**src/rfpp_pkg.sv**
```systemverilog
package rfpp_pkg;

  // packet layout and crc constants
  localparam int unsigned PosW        = 34;
  localparam int unsigned HeaderBytes = 17;
  localparam logic [31:0] CrcPoly     = 32'hEDB88320;
  localparam logic [31:0] CrcInit     = 32'hFFFFFFFF;

  // configuration register indexes
  typedef enum logic [0:0] {
    CFG_MAGIC_WORD       = 1'b0,
    CFG_PROTOCOL_VERSION = 1'b1
  } cfg_idx_t;

  // packet status codes
  typedef enum logic [2:0] {
    VERDICT_OK        = 3'd0,
    VERDICT_SHORT     = 3'd1,
    VERDICT_MAGIC     = 3'd2,
    VERDICT_VERSION   = 3'd3,
    VERDICT_ZERO_DIM  = 3'd4,
    VERDICT_TRUNCATED = 3'd5,
    VERDICT_CRC       = 3'd6
  } verdict_t;

  // one result beat
  typedef struct packed {
    logic        pixel_valid;
    logic [15:0] pixel_value;
    logic        verdict_valid;
    logic [2:0]  verdict;
    logic [31:0] frame_number;
    logic [15:0] frame_width;
    logic [15:0] frame_height;
    logic        last_result;
  } result_t;

  // up to two results written to the result queue in one cycle
  typedef struct packed {
    logic [1:0] count;
    result_t    first;
    result_t    second;
  } push_t;

  // reflected crc-32 over one byte
  function automatic logic [31:0] crc_byte(input logic [31:0] c, input logic [7:0] b);
    logic [31:0] acc;
    acc = c ^ {24'd0, b};
    for (int k = 0; k < 8; k++) begin
      acc = (acc >> 1) ^ (acc[0] ? CrcPoly : 32'd0);
    end
    return acc;
  endfunction

endpackage

```
**src/rfpp_if.sv**
```systemverilog
// input byte channel
interface rfpp_in_if;
  logic       valid;
  logic       ready;
  logic [7:0] packet_byte;
  logic       end_of_packet;

  modport source (output valid, output packet_byte, output end_of_packet, input ready);
  modport sink   (input valid, input packet_byte, input end_of_packet, output ready);
endinterface

// result channel
interface rfpp_out_if;
  logic        valid;
  logic        ready;
  logic        pixel_valid;
  logic [15:0] pixel_value;
  logic        verdict_valid;
  logic [2:0]  verdict;
  logic [31:0] frame_number;
  logic [15:0] frame_width;
  logic [15:0] frame_height;
  logic        last_result;

  modport source (
    output valid, output pixel_valid, output pixel_value, output verdict_valid,
    output verdict, output frame_number, output frame_width, output frame_height,
    output last_result, input ready
  );
  modport sink (
    input valid, input pixel_valid, input pixel_value, input verdict_valid,
    input verdict, input frame_number, input frame_width, input frame_height,
    input last_result, output ready
  );
endinterface

```
**src/rfpp_core.sv**
```systemverilog
module rfpp_core import rfpp_pkg::*; (
  input  logic        clk,
  input  logic        rst_n,
  input  logic        in_take,
  input  logic [7:0]  in_byte,
  input  logic        in_eop,
  input  logic        cfg_we,
  input  cfg_idx_t    cfg_index,
  input  logic [31:0] cfg_wdata,
  output logic        stg_busy,
  output push_t       push
);

  // configuration
  logic [31:0] magic_r;
  logic [7:0]  version_r;

  // input stage
  logic        stg_valid_r;
  logic [7:0]  stg_byte_r;
  logic        stg_eop_r;

  // per-packet state
  logic [PosW-1:0] pos_r, pos_nxt;
  logic [2:0]      herr_r, herr_nxt;
  logic [31:0]     fid_r, fid_nxt;
  logic [15:0]     wid_r, wid_nxt;
  logic [15:0]     hgt_r, hgt_nxt;
  logic [31:0]     ecrc_r, ecrc_nxt;
  logic [PosW-1:0] plen_r, plen_nxt;
  logic [31:0]     crc_r, crc_nxt;
  logic [7:0]      lowb_r, lowb_nxt;

  logic [7:0]      b;
  logic [7:0]      magic_byte;
  logic [31:0]     area;
  logic [PosW-1:0] pay_off;
  logic            in_payload;
  logic            pix;
  logic            trunc;
  logic [2:0]      verdict;
  result_t         pix_res;
  result_t         ver_res;

  assign b          = stg_byte_r;
  assign magic_byte = 8'(magic_r >> {pos_r[1:0], 3'b000});
  assign area       = wid_r * hgt_r;
  assign pay_off    = pos_r - PosW'(HeaderBytes);
  assign in_payload = (pos_r >= PosW'(HeaderBytes)) && (herr_r == VERDICT_OK)
                      && (pay_off < plen_r);
  assign stg_busy   = stg_valid_r;

  // header capture, crc and pixel pairing
  always_comb begin
    pos_nxt  = pos_r;
    herr_nxt = herr_r;
    fid_nxt  = fid_r;
    wid_nxt  = wid_r;
    hgt_nxt  = hgt_r;
    ecrc_nxt = ecrc_r;
    plen_nxt = plen_r;
    crc_nxt  = crc_r;
    lowb_nxt = lowb_r;
    pix      = 1'b0;
    if (stg_valid_r) begin
      if (pos_r < PosW'(HeaderBytes)) begin
        case (pos_r[4:0])
          5'd0, 5'd1, 5'd2, 5'd3: begin
            if (b != magic_byte && herr_r == VERDICT_OK) herr_nxt = VERDICT_MAGIC;
          end
          5'd4: begin
            if (b != version_r && herr_r == VERDICT_OK) herr_nxt = VERDICT_VERSION;
          end
          5'd5:  fid_nxt[7:0]    = b;
          5'd6:  fid_nxt[15:8]   = b;
          5'd7:  fid_nxt[23:16]  = b;
          5'd8:  fid_nxt[31:24]  = b;
          5'd9:  wid_nxt[7:0]    = b;
          5'd10: wid_nxt[15:8]   = b;
          5'd11: hgt_nxt[7:0]    = b;
          5'd12: hgt_nxt[15:8]   = b;
          5'd13: ecrc_nxt[7:0]   = b;
          5'd14: ecrc_nxt[15:8]  = b;
          5'd15: ecrc_nxt[23:16] = b;
          5'd16: begin
            ecrc_nxt[31:24] = b;
            plen_nxt        = {1'b0, area, 1'b0};
          end
          default: ;
        endcase
      end else if (in_payload) begin
        crc_nxt = crc_byte(crc_r, b);
        if (pos_r[0]) lowb_nxt = b;
        else          pix      = 1'b1;
      end
      if (!(&pos_r)) pos_nxt = pos_r + PosW'(1);
    end
  end

  // status, in priority order, from the state after this beat
  assign trunc = (pos_r == PosW'(HeaderBytes - 1)) ||
                 ({1'b0, pos_r} < ({1'b0, plen_r} + (PosW + 1)'(HeaderBytes - 1)));

  always_comb begin
    if (pos_r < PosW'(HeaderBytes - 1))           verdict = VERDICT_SHORT;
    else if (herr_nxt != VERDICT_OK)              verdict = herr_nxt;
    else if (wid_nxt == 16'd0 || hgt_nxt == 16'd0) verdict = VERDICT_ZERO_DIM;
    else if (trunc)                               verdict = VERDICT_TRUNCATED;
    else if (ecrc_nxt != 32'd0 && (crc_nxt ^ CrcInit) != ecrc_nxt)
                                                  verdict = VERDICT_CRC;
    else                                          verdict = VERDICT_OK;
  end

  // result beats
  always_comb begin
    pix_res               = '0;
    pix_res.pixel_valid   = 1'b1;
    pix_res.pixel_value   = {b, lowb_r};
    pix_res.last_result   = !stg_eop_r;

    ver_res               = '0;
    ver_res.verdict_valid = 1'b1;
    ver_res.verdict       = verdict;
    ver_res.frame_number  = fid_nxt;
    ver_res.frame_width   = wid_nxt;
    ver_res.frame_height  = hgt_nxt;
    ver_res.last_result   = 1'b1;

    push.count  = stg_valid_r ? ({1'b0, pix} + {1'b0, stg_eop_r}) : 2'd0;
    push.first  = pix ? pix_res : ver_res;
    push.second = ver_res;
  end

  // configuration registers
  always_ff @(posedge clk) begin
    if (!rst_n) begin
      magic_r   <= '0;
      version_r <= '0;
    end else if (cfg_we) begin
      case (cfg_index)
        CFG_MAGIC_WORD:       magic_r   <= cfg_wdata;
        CFG_PROTOCOL_VERSION: version_r <= cfg_wdata[7:0];
        default: ;
      endcase
    end
  end

  // input stage register
  always_ff @(posedge clk) begin
    if (!rst_n) begin
      stg_valid_r <= 1'b0;
    end else begin
      stg_valid_r <= in_take;
    end
  end

  always_ff @(posedge clk) begin
    if (in_take) begin
      stg_byte_r <= in_byte;
      stg_eop_r  <= in_eop;
    end
  end

  // packet state, back to reset values after the last byte
  always_ff @(posedge clk) begin
    if (!rst_n || (stg_valid_r && stg_eop_r)) begin
      pos_r  <= '0;
      herr_r <= VERDICT_OK;
      fid_r  <= '0;
      wid_r  <= '0;
      hgt_r  <= '0;
      ecrc_r <= '0;
      plen_r <= '0;
      crc_r  <= CrcInit;
      lowb_r <= '0;
    end else begin
      pos_r  <= pos_nxt;
      herr_r <= herr_nxt;
      fid_r  <= fid_nxt;
      wid_r  <= wid_nxt;
      hgt_r  <= hgt_nxt;
      ecrc_r <= ecrc_nxt;
      plen_r <= plen_nxt;
      crc_r  <= crc_nxt;
      lowb_r <= lowb_nxt;
    end
  end

endmodule

```
**src/rfpp_result_fifo.sv**
```systemverilog
module rfpp_result_fifo import rfpp_pkg::*; #(
  parameter int unsigned DEPTH = 8
) (
  input  logic                       clk,
  input  logic                       rst_n,
  input  push_t                      push,
  input  logic                       pop,
  output result_t                    head,
  output logic                       head_valid,
  output logic [$clog2(DEPTH):0]     count
);

  localparam int unsigned PW = $clog2(DEPTH);

  result_t        mem_r [DEPTH];
  logic [PW-1:0]  wr_ptr_r, wr_ptr_nxt;
  logic [PW-1:0]  rd_ptr_r, rd_ptr_nxt;
  logic [PW:0]    count_r, count_nxt;

  assign head       = mem_r[rd_ptr_r];
  assign head_valid = (count_r != '0);
  assign count      = count_r;

  // pointer and fill bookkeeping
  always_comb begin
    wr_ptr_nxt = wr_ptr_r + PW'(push.count);
    rd_ptr_nxt = rd_ptr_r + PW'(pop);
    count_nxt  = count_r + (PW + 1)'(push.count) - (PW + 1)'(pop);
  end

  always_ff @(posedge clk) begin
    if (!rst_n) begin
      wr_ptr_r <= '0;
      rd_ptr_r <= '0;
      count_r  <= '0;
    end else begin
      wr_ptr_r <= wr_ptr_nxt;
      rd_ptr_r <= rd_ptr_nxt;
      count_r  <= count_nxt;
    end
  end

  // storage, up to two entries written per cycle
  always_ff @(posedge clk) begin
    if (push.count != 2'd0) mem_r[wr_ptr_r] <= push.first;
    if (push.count == 2'd2) mem_r[wr_ptr_r + PW'(1)] <= push.second;
  end

endmodule

```
**src/rgb565_frame_packet_parser.sv**
```systemverilog
// path: an accepted byte passes the input stage register, then the result queue
// throughput: one byte per cycle while the queue has room; results leave one per
//   cycle while out_bus.ready is high; a packet-ending byte that completes a pixel
//   gives two results; the crc over a byte is combinational
// reset: synchronous active-low rst_n clears config to zero, packet state, crc to all
//   ones, and empties the stage and the result queue
module rgb565_frame_packet_parser import rfpp_pkg::*; #(
  parameter int unsigned FIFO_DEPTH = 8
) (
  input  logic         clk,
  input  logic         rst_n,
  input  logic         cfg_we,
  input  cfg_idx_t     cfg_index,
  input  logic [31:0]  cfg_wdata,
  rfpp_in_if.sink      in_bus,
  rfpp_out_if.source   out_bus
);

  localparam int unsigned CW = $clog2(FIFO_DEPTH) + 1;

  logic          stg_busy;
  push_t         push;
  result_t       head;
  logic          head_valid;
  logic [CW-1:0] count;
  logic          in_take;
  logic          pop;
  logic [CW:0]   reserved;

  // room for two results of the staged beat and two of the next one
  assign reserved     = {1'b0, count} + {{(CW - 1){1'b0}}, stg_busy, 1'b0};
  assign in_bus.ready = (reserved <= (CW + 1)'(FIFO_DEPTH - 2));
  assign in_take      = in_bus.valid && in_bus.ready;
  assign pop          = head_valid && out_bus.ready;

  rfpp_core u_core (
    .clk       (clk),
    .rst_n     (rst_n),
    .in_take   (in_take),
    .in_byte   (in_bus.packet_byte),
    .in_eop    (in_bus.end_of_packet),
    .cfg_we    (cfg_we),
    .cfg_index (cfg_index),
    .cfg_wdata (cfg_wdata),
    .stg_busy  (stg_busy),
    .push      (push)
  );

  rfpp_result_fifo #(.DEPTH(FIFO_DEPTH)) u_fifo (
    .clk        (clk),
    .rst_n      (rst_n),
    .push       (push),
    .pop        (pop),
    .head       (head),
    .head_valid (head_valid),
    .count      (count)
  );

  // result port
  assign out_bus.valid         = head_valid;
  assign out_bus.pixel_valid   = head.pixel_valid;
  assign out_bus.pixel_value   = head.pixel_value;
  assign out_bus.verdict_valid = head.verdict_valid;
  assign out_bus.verdict       = head.verdict;
  assign out_bus.frame_number  = head.frame_number;
  assign out_bus.frame_width   = head.frame_width;
  assign out_bus.frame_height  = head.frame_height;
  assign out_bus.last_result   = head.last_result;

endmodule

```
**src/flat_wrapper.sv**
```systemverilog
// flat-port wrapper written by rule: the top's interface ports become plain ports
module rgb565_frame_packet_parser_flat import rfpp_pkg::*;
#(
  parameter int unsigned FIFO_DEPTH = 8
)
  (clk, rst_n, cfg_we, cfg_index, cfg_wdata, in_bus_valid, in_bus_packet_byte, in_bus_end_of_packet, in_bus_ready, out_bus_valid, out_bus_pixel_valid, out_bus_pixel_value, out_bus_verdict_valid, out_bus_verdict, out_bus_frame_number, out_bus_frame_width, out_bus_frame_height, out_bus_last_result, out_bus_ready);
  rfpp_in_if in_bus_i ();
  rfpp_out_if out_bus_i ();
  input  logic clk;
  input  logic rst_n;
  input  logic cfg_we;
  input  cfg_idx_t cfg_index;
  input  logic [31:0] cfg_wdata;
  input wire logic [$bits(in_bus_i.valid)-1:0] in_bus_valid;
  input wire logic [$bits(in_bus_i.packet_byte)-1:0] in_bus_packet_byte;
  input wire logic [$bits(in_bus_i.end_of_packet)-1:0] in_bus_end_of_packet;
  output wire logic [$bits(in_bus_i.ready)-1:0] in_bus_ready;
  output wire logic [$bits(out_bus_i.valid)-1:0] out_bus_valid;
  output wire logic [$bits(out_bus_i.pixel_valid)-1:0] out_bus_pixel_valid;
  output wire logic [$bits(out_bus_i.pixel_value)-1:0] out_bus_pixel_value;
  output wire logic [$bits(out_bus_i.verdict_valid)-1:0] out_bus_verdict_valid;
  output wire logic [$bits(out_bus_i.verdict)-1:0] out_bus_verdict;
  output wire logic [$bits(out_bus_i.frame_number)-1:0] out_bus_frame_number;
  output wire logic [$bits(out_bus_i.frame_width)-1:0] out_bus_frame_width;
  output wire logic [$bits(out_bus_i.frame_height)-1:0] out_bus_frame_height;
  output wire logic [$bits(out_bus_i.last_result)-1:0] out_bus_last_result;
  input wire logic [$bits(out_bus_i.ready)-1:0] out_bus_ready;
  assign in_bus_i.valid = in_bus_valid;
  assign in_bus_i.packet_byte = in_bus_packet_byte;
  assign in_bus_i.end_of_packet = in_bus_end_of_packet;
  assign in_bus_ready = in_bus_i.ready;
  assign out_bus_valid = out_bus_i.valid;
  assign out_bus_pixel_valid = out_bus_i.pixel_valid;
  assign out_bus_pixel_value = out_bus_i.pixel_value;
  assign out_bus_verdict_valid = out_bus_i.verdict_valid;
  assign out_bus_verdict = out_bus_i.verdict;
  assign out_bus_frame_number = out_bus_i.frame_number;
  assign out_bus_frame_width = out_bus_i.frame_width;
  assign out_bus_frame_height = out_bus_i.frame_height;
  assign out_bus_last_result = out_bus_i.last_result;
  assign out_bus_i.ready = out_bus_ready;
  rgb565_frame_packet_parser #(.FIFO_DEPTH(FIFO_DEPTH)) u_core (.clk(clk), .rst_n(rst_n), .cfg_we(cfg_we), .cfg_index(cfg_index), .cfg_wdata(cfg_wdata), .in_bus(in_bus_i), .out_bus(out_bus_i));
endmodule
```
**config.mk**
```make
export PLATFORM = sky130hd
export DESIGN_NAME = rgb565_frame_packet_parser_flat
export DESIGN_NICKNAME = d
export VERILOG_FILES = /design/src/rfpp_pkg.sv /design/src/rfpp_if.sv /design/src/rfpp_core.sv /design/src/rfpp_result_fifo.sv /design/src/rgb565_frame_packet_parser.sv /design/src/flat_wrapper.sv
export SDC_FILE = /design/constraint.sdc
export NUM_CORES = 2
export LEC_CHECK = 0
export ABC_AREA = 0
export BUFFER_PORTS_ARGS = -buffer_cell sky130_fd_sc_hd__buf_4
export CORE_UTILIZATION = 63
export DETAILED_ROUTE_END_ITERATION = 8
export PLACE_DENSITY = 0.85
export SLEW_MARGIN = 30
export SYNTH_ARGS = -nofsm -noshare
export SYNTH_HDL_FRONTEND = slang
export SYNTH_SLANG_ARGS = --single-unit
```
**constraint.sdc**
```tcl
create_clock -name clk -period 14.8 [get_ports clk]
set_input_delay 0.74 -clock clk [delete_from_list [all_inputs] [get_ports clk]]
set_output_delay 0.74 -clock clk [all_outputs]
set_load 0.03 [all_outputs]
```
Word-level counts from Yosys, hierarchy flattened

Memories as Yosys holds them, arrays and structs flattened. A register that Yosys moved wholly into a read port is not among the register bits.
Cells that the tools add are included.

Bits in registers: 265
Bits in latches: 0
Bits in writable memories: 688
ROM bits: 0
Input bits: 47
Memories: 1

Add/subtract/negate cells: 10
Multipliers: 1
Div/mod/pow operators: 0
Order comparisons: 6
Equality and inequality tests: 21
Shifts and indexed selects: 1
Multiplexer cells: 52
Bitwise operators: 13
Reduce and logical (&&, ||, !) cells: 28

Memories:

| name                | depth | width | rd ports | clocked after Yosys merged registers in | wr ports | RTL line               | text |
|---|---|---|---|---|---|---|---|
| u_core.u_fifo.mem_r | 8     | 86    | 1        | 1                                       | 2        | rfpp_result_fifo.sv:15 | `result_t mem_r [DEPTH];` |

Operators by type and width:

| kind                  | count |
|---|---|
| $mux 32               | 15 |
| $xor 31x32->32        | 8 |
| $mux 8                | 12 |
| $mux 86               | 1 |
| $lt 34x5->1 const B   | 2 |
| $mux 16               | 4 |
| $eq 5x4->1 const B    | 8 |
| $add 33x5->34 const B | 1 |
| $add 34x1->34 const B | 1 |
| $eq 34x5->1 const B   | 1 |
| $ge 34x5->1 const B   | 1 |
| $lt 34x33->1          | 1 |
| $lt 34x34->1          | 1 |
| $reduce_and 34->1     | 1 |
| $sub 34x5->34 const B | 1 |
| $logic_not 16->1      | 2 |
| $mul 16x16->32        | 1 |
| $ne 32x32->1          | 1 |
| $not 32->32           | 1 |
| $reduce_bool 32->1    | 1 |
| $shr 32x5->8          | 1 |
| $xor 32x8->32         | 1 |
| $mux 3                | 10 |
| $eq 5x3->1 const B    | 4 |
| other kinds (29)      | 52 |

Depth between registers and ports, before layout

Depth after elaboration: 29
Gate-level depth with buffers: 33
Gate-level depth less buffers: 28

Hierarchy

A second synthesis with hierarchy kept.

Cells, all modules: 4,751
Area, all modules: 58,284.6 sq um

Modules (own cells, without submodules):

| module                     | times used | cells each | area an instance (sq um) | seq. area each (sq um) |
|---|---|---|---|---|
| rfpp_result_fifo           | 1          | 1,835      | 34,604.4                 | 20,860.0 |
| rfpp_core                  | 1          | 2,906      | 23,613.9                 | 5,195.0 |
| rgb565_frame_packet_parser | 1          | 10         | 66.3                     | 0.0 |

Least setup slack after synthesis

No wires, ideal clock.

Path kind: reg-to-reg
From: register u_core.u_core.pos_r[0]
To: memory u_core.u_fifo.mem_r[0][10] (netlist name), enable pin
Setup time: 0.422 ns
Arrival time: 7.604 ns
Data required time: 14.378 ns
Path slack: 6.774 ns
Cell stages (with the launch flop): 28
Buffers on the path: 5
Period minus slack after synthesis: 8.026 ns
Cells stage by stage: dfxtp_1 -> clkbuf_1 -> buf_1 -> inv_1 -> ha_1 -> or3b_2 -> clkbuf_1 -> a211oi_4 -> nand2_1 -> nor2_1 -> and2_1 -> nand2_1 -> nor4_1 -> xnor2_1 -> ha_1 -> or4b_2 -> a21o_1 -> nor2_1 -> nand2_1 -> clkbuf_1 -> inv_1 -> ha_1 -> clkbuf_1 -> o21ai_0 -> or2_2 -> nor3_1 -> nor2_1 -> inv_1

RTL lines:

| what                   | RTL line               | text |
|---|---|---|
| from (decl)            | rfpp_core.sv:24        | `logic [PosW-1:0] pos_r, pos_nxt;` |
| from (signal assigned) | rfpp_core.sv:177       | `pos_r <= pos_nxt;` |
| to (decl)              | rfpp_result_fifo.sv:15 |  |

==> impl_metrics.py <==
metrics = {
    "timing": {
        "hold_viol": 0,
        "fin_ws_ps": 5840,
        "grt_setup_unrepaired": "no",
        "fin_tns_setup_ps": 0,
        "setup_viol_count_final": 0,
        "clock_skew_ps": 46.3,
        "tightest_slew_ps": 1090,
        "fmax_ghz": 0.112,
        "slew_headroom_pct": 27.6,
        "fin_crit_sh_pct": 60.6,
        "finalWorstPathRequiredPeriod_ps": 8960,
        "slew_viol_final": 0,
        "timing.hold.ws_ps": 241,
    },
    "drt": {
        "wl_um": 135000,
        "routedWlPerCell_um": 23.6,
        "drtAntennaViolNets": 0,
        "via_count": 36600,
        "drc": 0,
        "drt-initial-drc-count": 4203,
        "drt-vias-per-instance": 6.39,
        "firstDrtPassIters": 5,
    },
    "critical_path": {
        "reg2reg_to": "u_core.u_fifo.mem_r[5][16]$_DFFE_PP_",
        "end_kind": "flip-flop",
        "arrival_ps": 9250,
        "ff2ff_path_depth": 28,
        "crit_path_start_kind": "flip-flop",
        "cp_common_cell": "nor2_1",
        "required_ps": 15080,
        "reg2reg_from": "u_core.u_core.pos_r[1]$_SDFFE_PP0P_",
        "worstPathMaxFanout": 46,
        "rrSetupSlack_ps": 5840,
        "max_stage_delay_ps": 730,
        "critPathKind": "flip-flop to flip-flop",
        "cp_slowest_cell": "buf_4",
    },
    "clocking": {
        "clkTransAtPathRegs_ps": 70,
        "cts_hold_buf": 0,
        "clock_latency_ps": 690,
        "cts.sinks": 953,
        "cts_root_buffer": "clkbuf_16",
        "h-tree-depth": 3,
        "cts_max_path_buffers": 3,
        "post_cts_buffers": 0,
        "postCtsResizedCells": 0,
        "cts_made_buffers": 93,
        "cts_tree": "done",
    },
    "synthesis": {
        "synth_common_cells": "760 x nor2_1, 545 x edfxtp_1, 408 x dfxtp_1",
        "syn_inst": 4584,
        "seq_area_frac_synth_pct": 47.4,
        "yosysMostFrequentCell": "nor2_1",
        "yosysTopAreaCellShare_pct": 31.6,
        "synth_nets": 5015,
        "yosys.cell_types.count": 78,
        "syn_area_per_cell_um2": 11.3,
        "ys.flop_type": "edfxtp_1",
        "synth_seq_cells": 953,
        "synth_edf_count": 545,
        "async_flop_share_pct": 0,
        "ys_warn_count": 0,
        "synth_area_um2": 51800,
        "synth_top_cell_by_area": "edfxtp_1",
        "synthTopCellsByArea": "edfxtp_1 32%, dfxtp_1 16%, mux4_2 7.8%, fa_1 7.6%, nor2_1 5.5%",
    },
    "worst_hold_path": {
        "hold_end": "u_core.u_core.b[0]$_DFFE_PP_",
        "worstHoldStart": "in_bus_packet_byte[0]",
        "hold_path.class": "input port to flip-flop",
        "hold_path_depth": 1,
    },
    "global_routing": {
        "grt_max_degree": 115,
        "met1_usage_pct": 42.3,
        "grt_busiest_layer": "met2",
        "grt_pass1_wl_um": 210000,
        "grtUsageMet3_pct": 5.38,
        "grt_usage_pct": 32.7,
        "antenna_found_initial": 0,
        "met2_usage_pct": 54.7,
        "gr-total-overflow": 0,
        "grt_pass1_vias": 37300,
    },
    "floorplanning": {
        "num_rows": 104,
        "chipWidth_um": 289,
        "dieArea_um2": 83400,
        "start_util_pct": 64.0,
        "pin_count": 135,
        "core-area_um2": 80900,
        "chipHeight_um": 289,
    },
    "outcome": {
        "status": "finished clean",
    },
    "final_layout": {
        "synthToLayoutAreaGrowth_pct": 9.69,
        "n_fill_cell": 5354,
        "drive_gt1_share_pct": 14.7,
        "multi_input_area_um2": 25200,
        "final_cells": 5722,
        "num-nets-final": 5012,
        "seq_area_um2": 24500,
    },
    "place": {
        "port_buffers": 134,
        "place_ws_ps": 5810,
        "hpwlAfterDp_um": 84100,
        "dp.cells": 5544,
        "gp_congestion": 0.923,
    },
    "power": {
        "p_leak_nw": 20.6,
        "p_total_mw": 6.63,
        "vdd_drop_max_v": 0.0000984,
        "powerDensity_nw_per_um2": 117,
    },
    "job": {
        "cap_violations": 0,
    },
}
==> state kept, by name, indices dropped and copies added (netlist names) <==
signal,count
u_core.u_core.b,8
u_core.u_core.herr_r,3
u_core.u_core.lowb_r,8
u_core.u_core.plen_r,32
u_core.u_fifo.mem_r,688
u_core.u_core.stg_busy,1
u_core.u_core.fid_r,32
u_core.u_fifo.wr_ptr_r,3
u_core.u_core.pos_r,34
u_core.u_fifo.count,4
u_core.u_core.crc_r,32
u_core.u_core.hgt_r,16
u_core.u_core.stg_eop_r,1
u_core.u_core.magic_r,32
u_core.u_core.ecrc_r,32
u_core.u_core.wid_r,16
u_core.u_fifo.rd_ptr_r,3
u_core.u_core.version_r,8
==> kinds of logic (layout without fill, tap and decap cells) <==
kind of cell	count (synthesis)	in the layout	share of synthesized area (%)
AO/OA/AOI/OAI	474	474	6.82
XOR/XNOR	244	244	4.13
adder cells (fa/ha/maj)	384	384	12.1
buffers and inverters	595	672	4.42
flip-flops	953	953	47.4
multiplexers	378	378	11.9
other	0	1	0
AND/OR/NAND/NOR	1556	1556	13.3
==> critical path: cells and delay by family (launching register included) <==
kind	cells	cell delay [ps]
flops	1	560
buf+inv	6	2090
fa+ha+maj	3	910
xor+xnor	1	100
compound gates	7	1770
simple gates	11	3120
==> through the flow <==
stage               util, %  cell area [um^2]
floorplan                 -             51800
global placement       66.2             53500
global route           70.2             56800
CTS                    70.1             56700
detailed placement     66.3             53600
finish                 70.2             56800
==> worst max path at each step <==
stage | start | to | slack, ps | cells past startpoint
2_1_floorplan | u_core.u_core.pos_r[0]$_SDFFE_PP0P_ | u_core.u_fifo.mem_r[0][10]$_DFFE_PP_ | 6770 | 27
3_3_place_gp | u_core.u_core.pos_r[0]$_SDFFE_PP0P_ | u_core.u_fifo.mem_r[0][35]$_DFFE_PP_ | 5910 | 27
3_5_place_dp | u_core.u_core.pos_r[0]$_SDFFE_PP0P_ | u_core.u_fifo.mem_r[5][24]$_DFFE_PP_ | 5810 | 28
4_1_cts | u_core.u_core.pos_r[0]$_SDFFE_PP0P_ | u_core.u_fifo.mem_r[5][19]$_DFFE_PP_ | 5740 | 28
5_1_grt | u_core.u_core.pos_r[1]$_SDFFE_PP0P_ | u_core.u_fifo.mem_r[5][19]$_DFFE_PP_ | 5560 | 28
6_report | u_core.u_core.pos_r[1]$_SDFFE_PP0P_ | u_core.u_fifo.mem_r[5][16]$_DFFE_PP_ | 5840 | 28
==> where the power goes <==
part | internal (mW) | total, mW | leakage, nW | switching, mW
sequential | 2.82 | 2.88 | 7.96 | 0.0574
combinational | 0.548 | 1.33 | 11.1 | 0.783
clock | 1.35 | 2.42 | 1.53 | 1.07
total | 4.72 | 6.63 | 20.6 | 1.91
==> layout make-up <==
cell class              instances  area share (%)
diodes                          1         0.00440
clock buffers                 130            4.57
clock inverters                45           0.903
inverters                     301            2.01
multi-input cells            3036            44.3
flip-flops and latches        953            43.2
well taps                    1060            2.33
repair buffers                196            2.72
==> metal layers <==
layer / share of wire [%] / routed length (um)
met1: 37 / 49800
met2: 49 / 66100
met3: 10 / 13700
met4: 4.2 / 5650
met5: 0 / 0
==> placed cells by master, fill, tap and decap left out, drive strengths merged, types with 38 or more instances in the layout <==
cell / instances
a21boi: 43
a21o: 41
a21oi: 83
a22o: 131
and2: 148
buf: 196
clkbuf: 130
clkinv: 38
dfxtp: 408
edfxtp: 545
fa: 196
ha: 188
inv: 299
mux2: 92
mux2i: 106
mux4: 180
nand2: 378
nand3: 58
nand4: 45
nor2: 760
nor3: 45
o21ai: 38
xnor2: 177
xor2: 67
(Power assumes the default switching activity.)
